**config.mk**
```make
export PLATFORM = sky130hd
export DESIGN_NAME = cftg_out_stage
export DESIGN_NICKNAME = d
export VERILOG_FILES = /design/src/rtl/core/credit_flow_tx_gate_macros.svh /design/src/rtl/core/cftg_pkg.sv /design/src/rtl/core/cftg_out_stage.sv
export SDC_FILE = /design/constraint.sdc
export NUM_CORES = 1
export LEC_CHECK = 0
export BUFFER_PORTS_ARGS = -buffer_cell sky130_fd_sc_hd__buf_2
export CORE_MARGIN = 8
export CORE_UTILIZATION = 25
export CTS_CLUSTER_DIAMETER = 30
export CTS_CLUSTER_SIZE = 25
export DETAILED_ROUTE_END_ITERATION = 8
export HOLD_SLACK_MARGIN = 0.08
export PLACE_DENSITY = 0.6
export RECOVER_POWER = 100
export SLEW_MARGIN = 20
export SYNTH_ARGS = -nofsm -noshare
export SYNTH_HDL_FRONTEND = slang
export SYNTH_SLANG_ARGS = --single-unit
```
**constraint.sdc**
```tcl
create_clock -name aclk -period 0.9 [get_ports aclk]
set_clock_uncertainty 0.1 [all_clocks]
set_input_delay 0.045 -clock aclk [delete_from_list [all_inputs] [get_ports aclk]]
set_output_delay 0.045 -clock aclk [all_outputs]
set_load 0.05 [all_outputs]
```
**src/rtl/core/credit_flow_tx_gate_macros.svh**
```systemverilog
// assertion macros for the credit flow transmit gate
`ifndef CREDIT_FLOW_TX_GATE_MACROS_SVH
`define CREDIT_FLOW_TX_GATE_MACROS_SVH

// same-cycle implication, checked outside reset
`define CFTG_ASSERT_NOW(label, clk, rstn, ante, cons, msg) \
    label: assert property (@(posedge clk) disable iff (!(rstn)) (ante) |-> (cons)) \
        else $error(msg);

// next-cycle implication, checked outside reset
`define CFTG_ASSERT_NEXT(label, clk, rstn, ante, cons, msg) \
    label: assert property (@(posedge clk) disable iff (!(rstn)) (ante) |=> (cons)) \
        else $error(msg);

`endif

```
**src/rtl/core/cftg_pkg.sv**
```systemverilog
// shared constants and types of the credit flow transmit gate
`default_nettype none

package cftg_pkg;

    localparam int MAX_VC    = 8;
    localparam int BURST_MAX = 256;

    localparam int VC_W      = 3;
    localparam int VCN_W     = 4;
    localparam int OP_W      = 3;
    localparam int QUEUED_W  = 16;
    localparam int CNT_W     = 9;
    localparam int VAL_W     = 64;
    localparam int MODE_W    = 2;
    localparam int CFG_IDX_W = 2;
    localparam int CFG_DAT_W = 9;

    localparam logic [OP_W-1:0] OP_TX         = 3'd0;
    localparam logic [OP_W-1:0] OP_SET_VC_LIM = 3'd1;
    localparam logic [OP_W-1:0] OP_SET_PORT   = 3'd2;
    localparam logic [OP_W-1:0] OP_SET_THR    = 3'd3;
    localparam logic [OP_W-1:0] OP_SET_DRAIN  = 3'd4;
    localparam logic [OP_W-1:0] OP_SET_TA     = 3'd5;

    localparam logic [MODE_W-1:0] FC_NONE   = 2'd0;
    localparam logic [MODE_W-1:0] FC_CREDIT = 2'd1;
    localparam logic [MODE_W-1:0] FC_POOL   = 2'd2;

    localparam logic [CFG_IDX_W-1:0] CFG_FC_MODE    = 2'd0;
    localparam logic [CFG_IDX_W-1:0] CFG_BURST_SIZE = 2'd1;
    localparam logic [CFG_IDX_W-1:0] CFG_NUM_VCS    = 2'd2;

    typedef struct packed {
        logic [OP_W-1:0]     op;
        logic [VC_W-1:0]     vc;
        logic [QUEUED_W-1:0] queued;
        logic [CNT_W-1:0]    tx_room;
        logic                first_fits;
        logic [VAL_W-1:0]    value;
    } item_t;

    typedef struct packed {
        logic [VC_W-1:0]  vc_out;
        logic [CNT_W-1:0] sent;
        logic [CNT_W-1:0] dropped;
        logic             mark_ta;
        logic [VAL_W-1:0] total_sent;
    } result_t;

    typedef struct packed {
        logic                 we;
        logic [CFG_IDX_W-1:0] index;
        logic [CFG_DAT_W-1:0] data;
    } cfg_wr_t;

endpackage

`default_nettype wire

```
**src/rtl/core/cftg_out_stage.sv**
```systemverilog
// result register of the transmit gate
`default_nettype none

module cftg_out_stage (
    input  wire logic              aclk,
    input  wire logic              aresetn,
    input  wire logic              load,
    input  wire cftg_pkg::result_t result,
    output logic                   can_load,
    output logic                   m_valid,
    input  wire logic              m_ready,
    output cftg_pkg::result_t      m_result
);
    import cftg_pkg::*;

    logic    valid_reg;
    logic    valid_next;
    result_t result_reg;

    assign can_load = !valid_reg || m_ready;

    always_comb begin
        valid_next = valid_reg;
        if (load) begin
            valid_next = 1'b1;
        end else if (m_ready) begin
            valid_next = 1'b0;
        end
    end

    always_ff @(posedge aclk) begin
        if (!aresetn) begin
            valid_reg <= 1'b0;
        end else begin
            valid_reg <= valid_next;
        end
    end

    always_ff @(posedge aclk) begin
        if (load) begin
            result_reg <= result;
        end
    end

    assign m_valid  = valid_reg;
    assign m_result = result_reg;

endmodule

`default_nettype wire

```
### Yosys cells after proc, flatten, opt, wreduce, memory -nomap -nowiden

Index checks and enable logic that the tools add are counted.

* reduce and logical (&&, ||, !) cells: 3
* mux-type cells: 2

Operators by type and width (number)
* 1-bit 2-to-1 mux: 2
* 2-bit nonzero test: 1
* 1-bit logical NOT: 1
* 1-bit logical OR: 1

* register bits: 87
* input port bits: 90

### Depth between registers and ports, before layout

Gate-level depths: netlist of run 1.

* depth in word-level cells: 2
* depth in mapped cells: 2
* depth with buffers taken out: 2

### Least setup slack after synthesis of run 1

Ideal clock, no wire load.

* path type: reg2reg
* start point: reg m_valid (netlist name)
* end point: reg valid_reg (netlist: m_valid)
* path buffers: 0
* arrival time: 1.037 ns
* cell stages (with the launch flop): 3
* setup slack: -0.304 ns
* data required time: 0.733 ns
* cell sequence: dfxtp_1 -> nand2b_4 -> a21boi_2

RTL lines
* end signal: assignment: line cftg_out_stage.sv:35 `valid_reg <= valid_next;`
* end: declaration: line cftg_out_stage.sv:16 `logic valid_reg;`

### Worst setup path after layout of run 1

* start point: reg result_reg (netlist bit m_result[5])
* end point: out m_result[5] (netlist name)

RTL lines
* start: declaration: line cftg_out_stage.sv:18 `result_t result_reg;`
* start signal: assignment: line cftg_out_stage.sv:41 `result_reg <= result;`
* end: declaration: line cftg_out_stage.sv:12 `output cftg_pkg::result_t m_result`

No word-level cell between the ends.

==> results of run 1 <==
-- cell families (layout without fill, tap and decap cells) --
kind of cell    after synthesis  after routing  share of synthesized area
compound gates                1              1                   0.004279
flops                        87             87                     0.9891
other cells                   0              3                          0
buf+inv                       1            286                   0.001425
simple gates                  1              1                   0.005229
-- tightest hold or removal path, stage by stage --
cell and delay, ns:
buf_2 0.08, nand2b_4 0.12, buf_4 0.10, a21boi_2 0.04
-- power breakdown --
| group | internal [mW] | switching [mW] | leakage (nW) |
|---|---|---|---|
| sequential | 4.81 | 0.157 | 0.851 |
| clock | 1.25 | 1.25 | 0.0926 |
| combinational | 0.973 | 1.43 | 1.28 |
| total | 7.03 | 2.84 | 2.22 |
-- what timing repair did --
action / CTS / global route
endpoints found under the hold margin: 93 / 7
hold buffers: 87 / 1
setup buffers: 0 / 1
gates cloned: 0 / 0
resized for setup: 178 / 0
setup endpoints to repair: 88 / 88
-- flip-flops by register name, summed over array words and instances (netlist names) --
| signal | count |
|---|---|
| m_valid | 1 |
| m_result | 86 |
-- cell type report --
class	count	area, um^2
clock buffer	10	127.6
multi-input combinational	2	25.02
timing repair buffer	269	2350
clock inverter	6	51.30
sequential	87	2606
fill	831	4936
inverter	1	3.754
tap	136	170.2
antenna	3	7.507
-- path summary, 6_finish.rpt --
check	startpoint	to	slack (ns)	cells after the start
max	m_result[5]	m_result[5]	-0.18	1
min	m_ready	m_valid	-0.03	4
max reg2reg	m_valid	m_valid	0.08	3
min reg2reg	m_valid	m_valid	0.50	3
-- layer usage --
layer / global-route usage / wire (um) / part of all wire
met1: 0.1233 / 3044 / 0.36
met3: 0.06045 / 864 / 0.10
met5: 0 / 8 / 0.00095
met4: 0.06008 / 170 / 0.020
met2: 0.2088 / 4327 / 0.51
-- cells in the final DEF, fill, tap and decap left out --
cell,Yosys,routed
clkbuf_4,0,1
dlygate4sd3_1,0,88
bufinv_16,0,1
a21boi_2,1,1
nand2b_4,1,1
clkbuf_8,0,9
inv_1,1,1
dfxtp_4,0,1
diode_2,0,3
buf_8,0,2
buf_6,0,86
clkinv_2,0,2
clkbuf_1,0,5
clkinv_1,0,3
buf_4,0,3
buf_2,0,85
edfxtp_1,86,86
-- metrics by stage --
stage	setup slack, ns	instance area, um^2	total power [mW]
finish	-0.1848	5341	9.877
detailed placement	0.04572	3741	6.742
global placement	0.06432	3741	6.710
global route	-0.2338	5341	10.30
floorplan	0.01581	2635	6.122
CTS	-0.2197	5349	10.05
==> impl_metrics.ini, run 1 <==
[synthesis]
synth_area_um2 = 2631
yosysMostFrequentCell = edfxtp_1
synth_edf_count = 86
synth-seq-cells = 87
synthCells = 90
ys_top_cells_by_count = 86 x edfxtp_1, 1 x a21boi_2, 1 x dfxtp_1, 1 x inv_1, 1 x nand2b_4
yosysTopAreaCellShare = 0.9815
yosys.area.top_type = edfxtp_1
async_reset_ff_frac = 0
seq_area_frac_synth = 0.9891
synth_cell_types = 5
avgSynthCellArea_um2 = 29.24
synth_fp_nets = 180
synth_ff_type = edfxtp_1
yosys-top-cells-area = edfxtp_1 98%, dfxtp_1 0.76%, nand2b_4 0.52%, a21boi_2 0.43%, inv_1 0.14%
yosysWarnings = 0

[global_route]
grt_remaining_overflow = 0
grt.total_usage = 0.1227
grt_pass1_vias = 2366
grt_max_degree = 43
grt_pass1_wl_um = 13280
antenna_found_initial = 4

[detailed_routing]
wire_per_inst_um = 16.37
dr.pass1.iters = 4
drcViolationCount = 0
via_per_inst = 3.891
totalWireLength_um = 8415
ant_nets = 0
detailroute.via_count = 2000
drt-initial-drc-count = 65

[sta]
relSlewSlack = 0.6436
fmax_mhz = 921.8
worst_slew_pin_slew_ns = 0.5346
rsz0062_at_grt = yes
slew_violations = 0
whs_ns = -0.02996
finalSetupViolations = 94
timing_hold_violations_final = 1
finalSetupTns_ns = -13.04
final.period_utilization = 1.205
worst_slack_ns = -0.1848
finalCriticalPeriod_ns = 1.085

[clock_tree]
cts_made_buffers = 9
cts-htree-levels = 3
cts-root-buf = clkbuf_8
clk_pin_slew_worst_paths_ns = 0.08
ctsLongestPathBuffers = 2
clock-sinks = 87
tritoncts = done
clk_latency_ns = 0.34

[run]
max_cap_viol_count = 0

[worst_setup_path]
cp_slowest_cell = edfxtp_1
cp_max_fo = 1
critical-path-max-stage-delay_ns = 0.42
start_kind = flip-flop
required_ns = 0.75
path_delay_family = flip-flops
worstPathCellList = buf_6
critical_path.endpoint_type = output port
critPathArrivalTime_ns = 0.94
crit_buf_inv = 1
critical_path_class = reg2out

[power_and_ir_drop]
p_per_area_nw_per_um2 = 1849
p_leak_nw = 2.220
worst_ir_drop_vdd_uv = 691.5

[floorplanning]
start_util = 0.2560
coreArea_um2 = 10280
die_h_um = 118.6
fp.dieArea_um2 = 14060
fp.dieW_um = 118.6
num_rows = 37
pin_count = 178

[min_path]
hp-class = in2reg

[placed_design]
io_buffers = 177
post-place-cells = 406
gp_congestion = 0.6441

[layout]
stdcell_count = 514
utilization = 0.5197
area_delta_synth_final_pct = 103.0
nets = 460
drive_above_1_share = 0.5120

[status]
status = complete, but fails checks
violations = hold timing, setup timing
No activity file was read; power rests on OpenSTA's default activity.
==> run 2, diff against run 1 <==
--- a/config.mk
+++ b/config.mk
@@ -11,7 +11,6 @@
 export CTS_CLUSTER_DIAMETER = 30
 export CTS_CLUSTER_SIZE = 25
 export DETAILED_ROUTE_END_ITERATION = 8
-export HOLD_SLACK_MARGIN = 0.08
 export PLACE_DENSITY = 0.6
 export RECOVER_POWER = 100
 export SLEW_MARGIN = 20
==> impl_metrics.ini, run 2 (same netlist as run 1, synthesis figures left out) <==
[clock_tree]
cts-htree-levels = 3
tritoncts = done
clock-sinks = 87
cts-root-buf = clkbuf_8
holdBufCountCts = 88
cts_made_buffers = 9
clk_pin_slew_worst_paths_ns = 0.08
ctsLongestPathBuffers = 2
clk_latency_ns = 0.35

[global_route]
globalRouteMet1Util = 0.1224
grt_remaining_overflow = 0
grt.total_usage = 0.1220
top_usage_layer = met2
met3_usage = 0.05997
grt_pass1_wl_um = 13230
grt_max_degree = 43
antenna_found_initial = 4
grt_pass1_vias = 2369
use_met2 = 0.2077

[worst_setup_path]
rrSetupSlack_ns = 0.08
critPathArrivalTime_ns = 0.94
ff2ff_path_depth = 3
critical-path-max-stage-delay_ns = 0.42
crit_cells = 1
required_ns = 0.75
critical_path.endpoint_type = output port
crit_end = m_result[56]
worstSetupStartpoint = m_result[56]
worstPathCellList = buf_6
reg2reg_from = m_valid
cp_max_fo = 1
cp_slowest_cell = edfxtp_1
start_kind = flip-flop
path_delay_family = flip-flops
crit_buf_inv = 1
critical_path_class = reg2out
rr_endpoint = m_valid

[sta]
final.period_utilization = 1.205
finalSetupViolations = 94
whs_ns = -0.03031
relSlewSlack = 0.6439
rsz0062_at_grt = yes
finalCriticalPeriod_ns = 1.085
worst_slack_ns = -0.1848
worst_slew_pin_slew_ns = 0.5341
fmax_mhz = 921.8
slew_violations = 0
timing_hold_violations_final = 1

[layout]
largest_reg_flops = 86
nets = 460
area_delta_synth_final_pct = 103.0
final_cell_mix = 88 x dlygate4sd3_1, 86 x edfxtp_1, 86 x buf_6
drive_above_1_share = 0.5120
utilization = 0.5197
final_common_cell = dlygate4sd3_1
fillers = 830

[power_and_ir_drop]
worst_ir_drop_vdd_uv = 691.4
p_per_area_nw_per_um2 = 1849
p_leak_nw = 2.220
fin_total_pwr_mw = 9.876
internal_power_mw = 7.032
p_seq_frac = 0.503
switching_share = 0.2880
p_clk_frac = 0.253
switchingPower_mw = 2.844
comb_power_share = 0.244

[detailed_routing]
drt-initial-drc-count = 67
ant_nets = 0
drcViolationCount = 0
via_per_inst = 3.885
detailroute.via_count = 1997
wire_per_inst_um = 16.32
dr.pass1.iters = 4
totalWireLength_um = 8388

[min_path]
hp-class = in2reg
min_path_cells = 4

[placed_design]
gp_congestion = 0.6441
io_buffers = 177

[status]
status = complete, but fails checks
violations = hold timing, setup timing

[floorplanning]
start_util = 0.2560
fp.dieArea_um2 = 14060
coreArea_um2 = 10280
fp.dieW_um = 118.6
num_rows = 37
pin_count = 178
die_h_um = 118.6

[run]
max_cap_viol_count = 0
==> run 2: tightest hold or removal path, cell delays in order <==
cell      delay (ns)
buf_2           0.08
nand2b_4        0.12
buf_4           0.10
a21boi_2        0.04
==> run 2: area by class of cell <==
cell class / instances / area (um^2) / area share
Tap cell: 136 / 170.2 / 0.03186
Clock buffer: 10 / 127.6 / 0.02389
Sequential cell: 87 / 2606 / 0.4879
Clock inverter: 6 / 51.30 / 0.009604
Inverter: 1 / 3.754 / 0.0007027
Antenna cell: 3 / 7.507 / 0.001405
Multi-Input combinational cell: 2 / 25.02 / 0.004685
Timing Repair Buffer: 269 / 2350 / 0.4399
==> run 2: power by group through the flow <==
stage	sequential (mW)	combinational [mW]	clock (mW)
2_1_floorplan	6.11	0.0165	0
3_3_place_gp	4.96	1.75	0
3_5_place_dp	4.98	1.76	0
4_1_cts	4.97	2.43	2.65
5_1_grt	5.00	2.50	2.80
6_report	4.97	2.41	2.50
==> run 2: metrics by stage <==
step	setup WS, ns	hold WS, ns	TNS [ns]	area [um^2]	std cells
6_report	-0.1848	-0.03031	-12.99	5341	514
5_1_grt	-0.2338	-0.03719	-17.75	5341	514
4_1_cts	-0.2197	-0.1439	-16.01	5359	510
3_5_place_dp	0.04572	0.1231	0	3741	406
3_3_place_gp	0.06432	0.1218	0	3741	406
2_1_floorplan	0.01581	0.04387	0	2635	90
==> run 2: timing repair <==
| action | in CTS | in global routing |
|---|---|---|
| endpoints found under the setup margin | 88 | 88 |
| setup buffers | 0 | 1 |
| endpoints found under the hold margin | 93 | 1 |
| gates resized for setup | 178 | 0 |
==> run 2: worst min path at each step <==
stage	slack, ns	to	startpoint
after floorplan	0.04	m_result[0]	result[0]
after global placement	0.12	m_result[34]	result[34]
after detailed placement	0.12	m_result[50]	result[50]
after CTS	-0.14	m_valid	m_ready
after global routing	-0.04	m_valid	m_ready
final	-0.03	m_valid	m_ready
==> run 2: routing by layer <==
metal / vias up / wire, um
met5: - / 8
met1: 939 / 3055
met3: 15 / 855
met2: 111 / 4299
li1: 930 / -
met4: 2 / 170
