$ cat src/rtl/core/credit_flow_tx_gate_macros.svh
// assertion macros for the credit flow transmit gate
`ifndef CREDIT_FLOW_TX_GATE_MACROS_SVH
`define CREDIT_FLOW_TX_GATE_MACROS_SVH

// same-cycle implication, checked outside reset
`define CFTG_ASSERT_NOW(label, clk, rstn, ante, cons, msg) \
    label: assert property (@(posedge clk) disable iff (!(rstn)) (ante) |-> (cons)) \
        else $error(msg);

// next-cycle implication, checked outside reset
`define CFTG_ASSERT_NEXT(label, clk, rstn, ante, cons, msg) \
    label: assert property (@(posedge clk) disable iff (!(rstn)) (ante) |=> (cons)) \
        else $error(msg);

`endif

$ cat src/rtl/core/cftg_pkg.sv
// shared constants and types of the credit flow transmit gate
`default_nettype none

package cftg_pkg;

    localparam int MAX_VC    = 8;
    localparam int BURST_MAX = 256;

    localparam int VC_W      = 3;
    localparam int VCN_W     = 4;
    localparam int OP_W      = 3;
    localparam int QUEUED_W  = 16;
    localparam int CNT_W     = 9;
    localparam int VAL_W     = 64;
    localparam int MODE_W    = 2;
    localparam int CFG_IDX_W = 2;
    localparam int CFG_DAT_W = 9;

    localparam logic [OP_W-1:0] OP_TX         = 3'd0;
    localparam logic [OP_W-1:0] OP_SET_VC_LIM = 3'd1;
    localparam logic [OP_W-1:0] OP_SET_PORT   = 3'd2;
    localparam logic [OP_W-1:0] OP_SET_THR    = 3'd3;
    localparam logic [OP_W-1:0] OP_SET_DRAIN  = 3'd4;
    localparam logic [OP_W-1:0] OP_SET_TA     = 3'd5;

    localparam logic [MODE_W-1:0] FC_NONE   = 2'd0;
    localparam logic [MODE_W-1:0] FC_CREDIT = 2'd1;
    localparam logic [MODE_W-1:0] FC_POOL   = 2'd2;

    localparam logic [CFG_IDX_W-1:0] CFG_FC_MODE    = 2'd0;
    localparam logic [CFG_IDX_W-1:0] CFG_BURST_SIZE = 2'd1;
    localparam logic [CFG_IDX_W-1:0] CFG_NUM_VCS    = 2'd2;

    typedef struct packed {
        logic [OP_W-1:0]     op;
        logic [VC_W-1:0]     vc;
        logic [QUEUED_W-1:0] queued;
        logic [CNT_W-1:0]    tx_room;
        logic                first_fits;
        logic [VAL_W-1:0]    value;
    } item_t;

    typedef struct packed {
        logic [VC_W-1:0]  vc_out;
        logic [CNT_W-1:0] sent;
        logic [CNT_W-1:0] dropped;
        logic             mark_ta;
        logic [VAL_W-1:0] total_sent;
    } result_t;

    typedef struct packed {
        logic                 we;
        logic [CFG_IDX_W-1:0] index;
        logic [CFG_DAT_W-1:0] data;
    } cfg_wr_t;

endpackage

`default_nettype wire

$ cat src/rtl/core/cftg_in_stage.sv
// input register of the transmit gate
`default_nettype none

module cftg_in_stage (
    input  wire logic            aclk,
    input  wire logic            aresetn,
    input  wire logic            s_valid,
    output logic                 s_ready,
    input  wire cftg_pkg::item_t s_item,
    input  wire logic            advance,
    output logic                 item_valid,
    output cftg_pkg::item_t      item
);
    import cftg_pkg::*;

    logic  valid_reg;
    logic  valid_next;
    item_t item_reg;

    // free slot, or the held item leaves this cycle
    assign s_ready = !valid_reg || advance;

    always_comb begin
        valid_next = valid_reg;
        if (s_valid && s_ready) begin
            valid_next = 1'b1;
        end else if (advance) begin
            valid_next = 1'b0;
        end
    end

    always_ff @(posedge aclk) begin
        if (!aresetn) begin
            valid_reg <= 1'b0;
        end else begin
            valid_reg <= valid_next;
        end
    end

    always_ff @(posedge aclk) begin
        if (s_valid && s_ready) begin
            item_reg <= s_item;
        end
    end

    assign item_valid = valid_reg;
    assign item       = item_reg;

endmodule

`default_nettype wire

$ cat config.mk
export PLATFORM = sky130hd
export DESIGN_NAME = cftg_in_stage
export DESIGN_NICKNAME = d
export VERILOG_FILES = /design/src/rtl/core/credit_flow_tx_gate_macros.svh /design/src/rtl/core/cftg_pkg.sv /design/src/rtl/core/cftg_in_stage.sv
export SDC_FILE = /design/constraint.sdc
export NUM_CORES = 1
export LEC_CHECK = 0
export BUFFER_PORTS_ARGS = -buffer_cell sky130_fd_sc_hd__buf_2
export CAP_MARGIN = 20
export CELL_PAD_IN_SITES_DETAIL_PLACEMENT = 1
export CELL_PAD_IN_SITES_GLOBAL_PLACEMENT = 2
export CORE_MARGIN = 2
export CORE_UTILIZATION = 27
export CTS_CLUSTER_SIZE = 14
export DETAILED_ROUTE_END_ITERATION = 8
export PLACE_DENSITY = 0.81
export SETUP_SLACK_MARGIN = 0.4
export SLEW_MARGIN = 20
export SYNTH_ARGS = -nofsm -noshare
export SYNTH_HDL_FRONTEND = slang
export SYNTH_SLANG_ARGS = --single-unit
$ cat constraint.sdc
create_clock -name aclk -period 1.75 [get_ports aclk]
set_input_delay 0.175 -clock aclk [delete_from_list [all_inputs] [get_ports aclk]]
set_output_delay 0.175 -clock aclk [all_outputs]
set_load 0.01 [all_outputs]
## Word level (Yosys, flattened, before mapping)

Index checks and enable logic that the tools add are counted.

- Output and inout bits: 98
- Input port bits: 100
- Register bits after elaboration: 97
- Logic and storage cells: 13

- Mux-type cells: 2
- Reduce and logical (&&, ||, !) cells: 4

Operators by type and width:

| cell | number |
|---|---|
| $mux 1 | 2 |
| $reduce_bool 2->1 | 1 |
| $logic_and 1x1->1 | 1 |
| $logic_not 1->1 | 1 |
| $logic_or 1x1->1 | 1 |

## Depth between registers and ports, before layout

Gate-level depths: netlist of run 1.

- Depth in word-level cells: 4
- Mapped depth: 2
- Gate-level depth less buffers: 2

## Worst setup path before layout of run 1

Ideal clock, no wire load.

- Kind: register to register
- From: register valid_reg, in the netlist item_valid
- To: register item_reg (netlist bit item[0]), enable pin
- Period minus slack after synthesis: 1600 ps
- Library setup time: 388 ps
- Slack: 150 ps
- Stages on the path, launching flop included: 3
- Data arrival time: 1212 ps
- Required time: 1362 ps
- Buffers on the path: 0
- Path through: dfxtp_1 -> nand2b_4 -> and2_4

- Longest elaborated chain between the ends: 3

Ends and longest elaborated chain:

| element | RTL line | RTL |
|---|---|---|
| from (decl) | cftg_in_stage.sv:16 | `logic valid_reg;` |
| from (signal assigned) | cftg_in_stage.sv:36 | `valid_reg <= valid_next;` |
| $logic_not 1->1 | cftg_in_stage.sv:21 | `assign s_ready = !valid_reg \|\| advance;` |
| $logic_or 1x1->1 | cftg_in_stage.sv:21 |  |
| via s_ready | cftg_in_stage.sv:8 | `output logic s_ready,` |
| $logic_and 1x1->1 | cftg_in_stage.sv:41 | `if (s_valid && s_ready) begin` |
| to (signal assigned) | cftg_in_stage.sv:42 | `item_reg <= s_item;` |
| to (decl) | cftg_in_stage.sv:18 | `item_t item_reg;` |

The timed path passes the listed nets, and every way through them passes these cells.
A chain may end at the register's enable or synchronous reset.

## Worst setup path in the final report of run 1

- From: register valid_reg, in the netlist item_valid
- To: register item_reg (netlist bit item[89]), enable pin

- Longest elaborated chain between the ends: 3

Ends and longest elaborated chain:

| element | RTL line |
|---|---|
| $logic_not 1->1 | cftg_in_stage.sv:21 |
| $logic_or 1x1->1 | cftg_in_stage.sv:21 |
| $logic_and 1x1->1 | cftg_in_stage.sv:41 |

No other way between the ends.

==> flow_summary.ini, run 1 <==
[timing]
max_clock_freq_mhz = 829.0
grt_setup_unrepaired = false
part_of_the_cycle_the_worst_path_needs_pct = 68.93
timing_worst_slew_pin_value_ns = 0.3013
post_route_setup_slack_ns = 0.5438
finalMaxSlewViolations = 0
finalCriticalPeriod_ns = 1.206
finalHoldViolations = 0
holdWs_ns = 0.03315
fin_skew_ns = 0.006125
final-setup-viol-count = 0
relSlewSlack_pct = 79.91
fin_tns_setup_ns = 0

[clock_tree]
ctsHtreeMaxLevel = 3
cts_tree = done
ctsRootBufferMaster = sky130_fd_sc_hd__clkbuf_8
clkLatencyLatePin_ns = 0.35
clk_path_buf_depth = 2
cts_repair_resize_count = 0
sinks_on_the_clock_net = 97
clkSlewWorstSetupHoldPaths_ns = 0.09
tritoncts.num_buffers = 9

[cells_and_area]
final_cell_mix = 197 x sky130_fd_sc_hd__buf_2, 96 x sky130_fd_sc_hd__edfxtp_1, 94 x sky130_fd_sc_hd__dlygate4sd3_1, 9 x sky130_fd_sc_hd__clkbuf_8
drive_above_1_share_pct = 53.17
synthToLayoutAreaGrowth_pct = 78.81
final.fill_count = 1113
multiInputGateArea_um2 = 33.78
largest_reg_flops = 96
final_area_um2 = 5258
sequential_cell_area_um2 = 2904
layout.cells.most_common = sky130_fd_sc_hd__buf_2
design.final.nets = 505

[worst_setup_path]
startpoint = item_valid$_SDFFE_PN0P_
critical_path.startpoint_type = flop
cp_max_stage_delay_ns = 0.34
r2r_setup_slack_ns = 0.54
cp_data_required_time_ns = 1.78
kind_of_critical_path = reg -> reg
critical_path.slowest_cell = sky130_fd_sc_hd__dfxtp_2
cells_along_the_critical_path = nand2b_4 > and2_4 > buf_12
crit_arrival_ns = 1.24
critical_path.max_fanout = 56
timing.rr.start = item_valid$_SDFFE_PN0P_
setup.worst_path.end_class = flop

[floorplan]
fp.dieH_um = 108.4
starting_density_of_the_core_pct = 27.36
die_area_um2 = 11740
io-pin-count = 198
floorplan.core_area_um2 = 10750
placement_rows = 38
die-width_um = 108.4

[synth]
synth_sequential_area_ratio_pct = 98.72
netlist_instances = 101
ys_warn_count = 0
post_synth_cell_types = 6
ys_seq_elements = 97
syn-num-nets = 201
synth_area_um2 = 2940
post_synth.cell_area_avg_um2 = 29.11

[placed_design]
gpl.final_weighted_congestion = 0.6979
placedInstanceArea_um2 = 4143
port_buffers = 197
place_ws_ns = 0.5465

[drt]
via_per_inst = 3.938
route.final.wire_length_um = 8491
detailedRoute.firstIterationViolations = 70
drc_errors = 0
vias = 2170
antenna_violating_nets_post_route = 0
route.detailed.wl_per_inst_um = 15.41
dr.pass1.iters = 4

[pwr]
power_density_nw_per_um2 = 872.1
power_leakage_nw = 2.230
irDropWorstVdd_v = 0.0003283

[global_routing]
grt_pass1_vias = 2380
antenna_found_initial = 0
grt_busiest_layer = met2
grt.met2_usage_pct = 26.50
grt_use_met1_pct = 14.60
maximum_number_of_pins_on_one_net_before_global_route_repair = 57
grt_pass1_wl_um = 12340
grtUsageTotal_pct = 14.29
overflow = 0
grt.met3_usage_pct = 4.340

[run]
max_cap_viol_count = 0

[run_status]
status = finished, final reports clean

[hold_path]
hold_path_startpoint = s_item[93]
path_class_of_the_lowest_slack_min_delay_path = in -> reg
cell type report:
class / count / area share, %
multi-input cells: 3 / 0.6426
diodes: 1 / 0.04760
flip-flops and latches: 97 / 55.24
inverters: 1 / 0.07139
clock buffers: 10 / 2.427
well taps: 140 / 3.332
repair buffers: 293 / 37.41
clock inverters: 6 / 0.8329
per-layer routing:
layer / vias up / part of all wire (%)
met3: 18 / 7.9
met2: 115 / 54
met1: 1024 / 36
met5: - / 0
met4: 0 / 3.0
li1: 1013 / -
metrics by stage:
step                cells  utilization, %  total power (W)
floorplan             101               -         0.002924
global placement      440           38.55         0.003175
detailed placement    440           38.55         0.003194
CTS                   550           48.91         0.004651
global route          550           48.91         0.004777
finish                551           48.93         0.004585
power breakdown:
part	internal (W)	switching (W)	total (W)
logic	0.000314	0.000248	0.000562
registers	0.00271	0.0000331	0.00275
clock network	0.000523	0.000755	0.00128
total	0.00355	0.00104	0.00458
synth_stat cells:
| cell type | count | area share (%) |
|---|---|---|
| sky130_fd_sc_hd__a21boi_2 | 1 | 0.38 |
| sky130_fd_sc_hd__and2_4 | 1 | 0.30 |
| sky130_fd_sc_hd__dfxtp_1 | 1 | 0.68 |
| sky130_fd_sc_hd__edfxtp_1 | 96 | 98 |
| sky130_fd_sc_hd__inv_1 | 1 | 0.13 |
| sky130_fd_sc_hd__nand2b_4 | 1 | 0.47 |
kinds of logic (layout without fill, tap and decap cells):
logic type | Yosys count | in the layout | share of synthesized area (%)
AOI/OAI and AO/OA | 1 | 1 | 0.3830
and+or+nand+nor | 2 | 2 | 0.7659
buffers and inverters | 1 | 310 | 0.1275
DFF | 97 | 97 | 98.72
other | 0 | 1 | 0
timing repair:
item / in CTS / in global routing
buffers inserted: 0 / 0
hold endpoints to repair: 94 / 0
hold buffers: 94 / 0
path summary, 6_finish.rpt:
kind / end / depth (start not counted)
hold / removal: item[93]$_DFFE_PP_ / 1
setup reg to reg: item[89]$_DFFE_PP_ / 3
hold reg to reg: item_valid$_SDFFE_PN0P_ / 2
setup / recovery: item[89]$_DFFE_PP_ / 3
worst max-delay path, delay by kind of cell, from the launching register on:
kind                   cells  cell delay [ns]
flip-flops                 1             0.34
AND/OR/NAND/NOR            2             0.24
buffers and inverters      1             0.27
No activity file was read; power rests on OpenSTA's default activity.
==> run 2: changes to the inputs <==
clock period = 1.2 ns   (was 1.75 ns; I/O delays follow)
==> flow_summary.ini, run 2 (same netlist as run 1, synthesis figures left out) <==
[floorplan]
placement_rows = 38
die_area_um2 = 11740
io-pin-count = 198
die-width_um = 108.4
floorplan.core_area_um2 = 10750
fp.dieH_um = 108.4
starting_density_of_the_core_pct = 27.36

[timing]
finalCriticalPeriod_ns = 1.181
grt_setup_unrepaired = true
finalMaxSlewViolations = 0
timing_worst_slew_pin_value_ns = 0.1614
post_route_setup_slack_ns = 0.01917
finalHoldViolations = 0
fin_skew_ns = 0.008112
max_clock_freq_mhz = 846.9
relSlewSlack_pct = 89.24
part_of_the_cycle_the_worst_path_needs_pct = 98.40
final-setup-viol-count = 0
holdWs_ns = 0.07065

[clock_tree]
tritoncts.num_buffers = 9
ctsRootBufferMaster = sky130_fd_sc_hd__clkbuf_8
clk_path_buf_depth = 2
sinks_on_the_clock_net = 97
ctsHtreeMaxLevel = 3
cts_tree = done
clkLatencyLatePin_ns = 0.36
clkSlewWorstSetupHoldPaths_ns = 0.09

[cells_and_area]
final.fill_count = 1059
final_core_area_utilization_pct = 53.98
antennaDiodeCount = 0
layout.cells.most_common = sky130_fd_sc_hd__buf_2
drive_above_1_share_pct = 54.31
multiInputGateArea_um2 = 42.54
synthToLayoutAreaGrowth_pct = 97.28
largest_reg_flops = 96
design.final.nets = 524
sequential_cell_area_um2 = 2904
final_cell_mix = 167 x sky130_fd_sc_hd__buf_2, 98 x sky130_fd_sc_hd__dlygate4sd3_1, 96 x sky130_fd_sc_hd__edfxtp_1, 33 x sky130_fd_sc_hd__buf_6, 9 x sky130_fd_sc_hd__clkbuf_8

[drt]
detailedRoute.firstIterationViolations = 95
drc_errors = 0
dr.pass1.iters = 4
route.final.wire_length_um = 10440
route.detailed.wl_per_inst_um = 18.35
vias = 2305
met3RoutedLength_um = 593
highest-signal-layer = met4
route.layer.met1.wl_um = 3755
antenna_violating_nets_post_route = 0
via_per_inst = 4.051
met2_length_um = 5991

[worst_setup_path]
critical_path.max_fanout = 11
critical_path.startpoint_type = flop
crit_arrival_ns = 1.26
cp_data_required_time_ns = 1.28
cells_along_the_critical_path = nand2b_4 > and2_4 > buf_12 > buf_12
critical_path.slowest_cell = sky130_fd_sc_hd__dfxtp_2
cp_max_stage_delay_ns = 0.34
r2r_setup_slack_ns = 0.02
kind_of_critical_path = reg -> reg
worst_path_most_repeated_cell = sky130_fd_sc_hd__buf_12
setup.worst_path.end_class = flop

[pwr]
totalPowerFinal_w = 0.007219
power_leakage_nw = 2.462
irDropWorstVdd_v = 0.0006110
power_density_nw_per_um2 = 1245

[global_routing]
grt_pass1_vias = 2417
overflow = 0
antenna_found_initial = 0
grtUsageTotal_pct = 15.46
grt_pass1_wl_um = 13050
maximum_number_of_pins_on_one_net_before_global_route_repair = 48

[placed_design]
port_buffers = 197
detailedPlacementHpwl_um = 5499
gpl.final_weighted_congestion = 0.6923
place_ws_ns = 0.01589

[run]
max_cap_viol_count = 0

[run_status]
status = finished, final reports clean

[hold_path]
path_class_of_the_lowest_slack_min_delay_path = in -> reg
## run 2: cell count changes in the layout (fill, tap and decap cells not counted), sizes merged
cell / previous run / this run
buf: 199 / 208
clkbuf: 10 / 15
dlygate4sd3: 94 / 98
and2: 1 / 2
bufinv: 0 / 1
diode: 1 / 0
inv: 2 / 1
## run 2: path summary, 6_finish.rpt
kind | endpoint | start | cells after the start
worst max-delay path | item[8]$_DFFE_PP_ | item_valid$_SDFFE_PN0P_ | 4
worst min register to register | item_valid$_SDFFE_PN0P_ | item_valid$_SDFFE_PN0P_ | 2
worst max register to register | item[8]$_DFFE_PP_ | item_valid$_SDFFE_PN0P_ | 4
worst min-delay path | item_valid$_SDFFE_PN0P_ | advance | 3
## run 2: metal layers
metal  global-route usage, %  up-vias
met3                   4.159        8
met5                       0        -
met4                   5.769        0
met1                   15.61     1118
li1                        -     1056
met2                   30.01      123
## run 2: layout make-up
cell class / count / share of cell area, %
well taps: 140 / 3.020
flip-flops and latches: 97 / 50.06
multi-input cells: 4 / 0.7334
clock inverters: 6 / 1.186
repair buffers: 311 / 42.73
inverters: 1 / 0.06471
clock buffers: 10 / 2.200
## run 2: stage by stage
step | instances | instance area, um2 | TNS [ns]
global placement | 441 | 4150 | 0
finish | 569 | 5801 | 0
floorplan | 101 | 2942 | -35.50
detailed placement | 441 | 4150 | 0
CTS | 555 | 5335 | 0
global route | 569 | 5801 | -0.7349
## run 2: worst max-delay path, delay by kind of cell, from the launching register on
kind | cells | cell delay, ns
DFF | 1 | 0.34
and+or+nand+nor | 2 | 0.28
buffers and inverters | 2 | 0.28
## run 2: timing repair
action / in CTS / in global routing
hold endpoints to repair: 97 / 0
cloned: 0 / 12
hold buffers: 98 / 0
pin swaps: 0 / 2
setup buffers: 0 / 2
endpoints found under the setup margin: 194 / 194
resized for setup: 1 / 44
## run 2: report_power, final
group          leakage [nW]  internal, W  switching, W
logic                  1.43     0.000644      0.000423
registers             0.937      0.00396     0.0000665
clock network        0.0964     0.000973       0.00116
total                  2.46      0.00557       0.00164
==> run 3: changes to the inputs <==
PLACE_DENSITY = 0.86   (was 0.81)
==> flow_summary.ini, run 3 (same netlist as run 1, synthesis figures left out) <==
[floorplan]
starting_density_of_the_core_pct = 27.36
fp.dieH_um = 108.4
io-pin-count = 198
die-width_um = 108.4
placement_rows = 38
die_area_um2 = 11740
floorplan.core_area_um2 = 10750

[cells_and_area]
synthToLayoutAreaGrowth_pct = 95.79
final_cell_mix = 165 x sky130_fd_sc_hd__buf_2, 97 x sky130_fd_sc_hd__dlygate4sd3_1, 96 x sky130_fd_sc_hd__edfxtp_1, 35 x sky130_fd_sc_hd__buf_6, 9 x sky130_fd_sc_hd__clkbuf_8
multiInputGateArea_um2 = 33.78
largest_reg_flops = 96
final_area_um2 = 5757
sequential_cell_area_um2 = 2904
final.fill_count = 1082
final_cells = 570
layout.cells.most_common = sky130_fd_sc_hd__buf_2
drive_above_1_share_pct = 54.08
design.final.nets = 524

[pwr]
power_density_nw_per_um2 = 1238
power_leakage_nw = 2.446
irDropWorstVdd_v = 0.0006278

[clock_tree]
clk_path_buf_depth = 2
tritoncts.num_buffers = 9
sinks_on_the_clock_net = 97
cts_tree = done
clkLatencyLatePin_ns = 0.35
ctsHtreeMaxLevel = 3
ctsRootBufferMaster = sky130_fd_sc_hd__clkbuf_8
clkSlewWorstSetupHoldPaths_ns = 0.09

[placed_design]
post-place-cells = 441
gpl.final_weighted_congestion = 0.7200
placedInstanceArea_um2 = 4150
port_buffers = 197

[worst_setup_path]
setup.worst_path.end_class = flop
crit_arrival_ns = 1.26
kind_of_critical_path = reg -> reg
critical_path.max_fanout = 10
critical_path.startpoint_type = flop
cp_data_required_time_ns = 1.28

[timing]
finalHoldViolations = 0
fin_tns_setup_ns = 0
part_of_the_cycle_the_worst_path_needs_pct = 98.51
finalMaxSlewViolations = 0
finalCriticalPeriod_ns = 1.182
relSlewSlack_pct = 91.12
fin_skew_ns = 0.007787
grt_setup_unrepaired = true
max_clock_freq_mhz = 845.9
final-setup-viol-count = 0
timing_worst_slew_pin_value_ns = 0.1332

[drt]
drc_errors = 0
route.final.wire_length_um = 10310
via_per_inst = 4.091
route.detailed.wl_per_inst_um = 18.09
dr.pass1.iters = 4
detailedRoute.firstIterationViolations = 129
vias = 2332
antenna_violating_nets_post_route = 0

[global_routing]
antenna_found_initial = 1
overflow = 0
grt_pass1_wl_um = 13540
grtUsageTotal_pct = 15.91
grt_pass1_vias = 2502
maximum_number_of_pins_on_one_net_before_global_route_repair = 42

[hold_path]
path_class_of_the_lowest_slack_min_delay_path = in -> reg

[run]
max_cap_viol_count = 0

[run_status]
status = finished, final reports clean
## run 3: power breakdown
group	switching, W	leakage, nW	internal, W
sequential	0.0000737	0.937	0.00396
combinational	0.000407	1.42	0.000626
clock	0.00111	0.0913	0.000952
## run 3: cell type report
class                           count  share of cell area, %
Tap cell                          140                  3.043
Clock inverter                      6                  1.022
Clock buffer                       10                  2.217
Sequential cell                    97                  50.45
Antenna cell                        1                0.04347
Multi-Input combinational cell      3                 0.5868
Timing Repair Buffer              312                  42.58
Inverter                            1                0.06520
## run 3: path summary, 6_finish.rpt
path	start	end	slack, ns	cells after the start
max	item_valid$_SDFFE_PN0P_	item[22]$_DFFE_PP_	0.02	4
min	aresetn	item_valid$_SDFFE_PN0P_	0.01	2
max reg2reg	item_valid$_SDFFE_PN0P_	item[22]$_DFFE_PP_	0.02	4
min reg2reg	item_valid$_SDFFE_PN0P_	item_valid$_SDFFE_PN0P_	0.68	4
## run 3: metrics by stage
stage          hold WS, ns  setup WS, ns  power, W  util [%]
6_report           0.01191       0.01787  0.007125     53.57
2_1_floorplan       0.2189       -0.3698  0.004264         -
3_5_place_dp        0.2985       0.01144  0.004669     38.62
3_3_place_gp        0.2960       0.04983  0.004635     38.62
4_1_cts            0.01399       0.01746  0.006964     49.85
5_1_grt            0.01137      -0.02794  0.007410     53.57
## run 3: layer usage
layer / track usage (%) / vias to the layer above / share of wire [%]
met5: 0 / - / 0
met4: 8.150 / 0 / 2.5
met3: 5.606 / 19 / 8.1
met2: 29.87 / 119 / 56
met1: 15.16 / 1139 / 33
li1: - / 1055 / -
## run 3: timing repair
| item | 4_1_cts | 5_1_grt |
|---|---|---|
| gates resized for setup | 4 | 40 |
| pin swaps | 0 | 1 |
| buffers inserted | 4 | 4 |
| endpoints found under the setup margin | 194 | 195 |
| hold endpoints to repair | 97 | 0 |
| gates cloned | 0 | 7 |
| hold buffers | 97 | 0 |
## run 3: critical path, cell delays in order (launching register included)
cell	delay [ns]
sky130_fd_sc_hd__dfxtp_2	0.35
sky130_fd_sc_hd__nand2b_4	0.06
sky130_fd_sc_hd__and2_4	0.18
sky130_fd_sc_hd__buf_4	0.15
sky130_fd_sc_hd__clkbuf_16	0.16
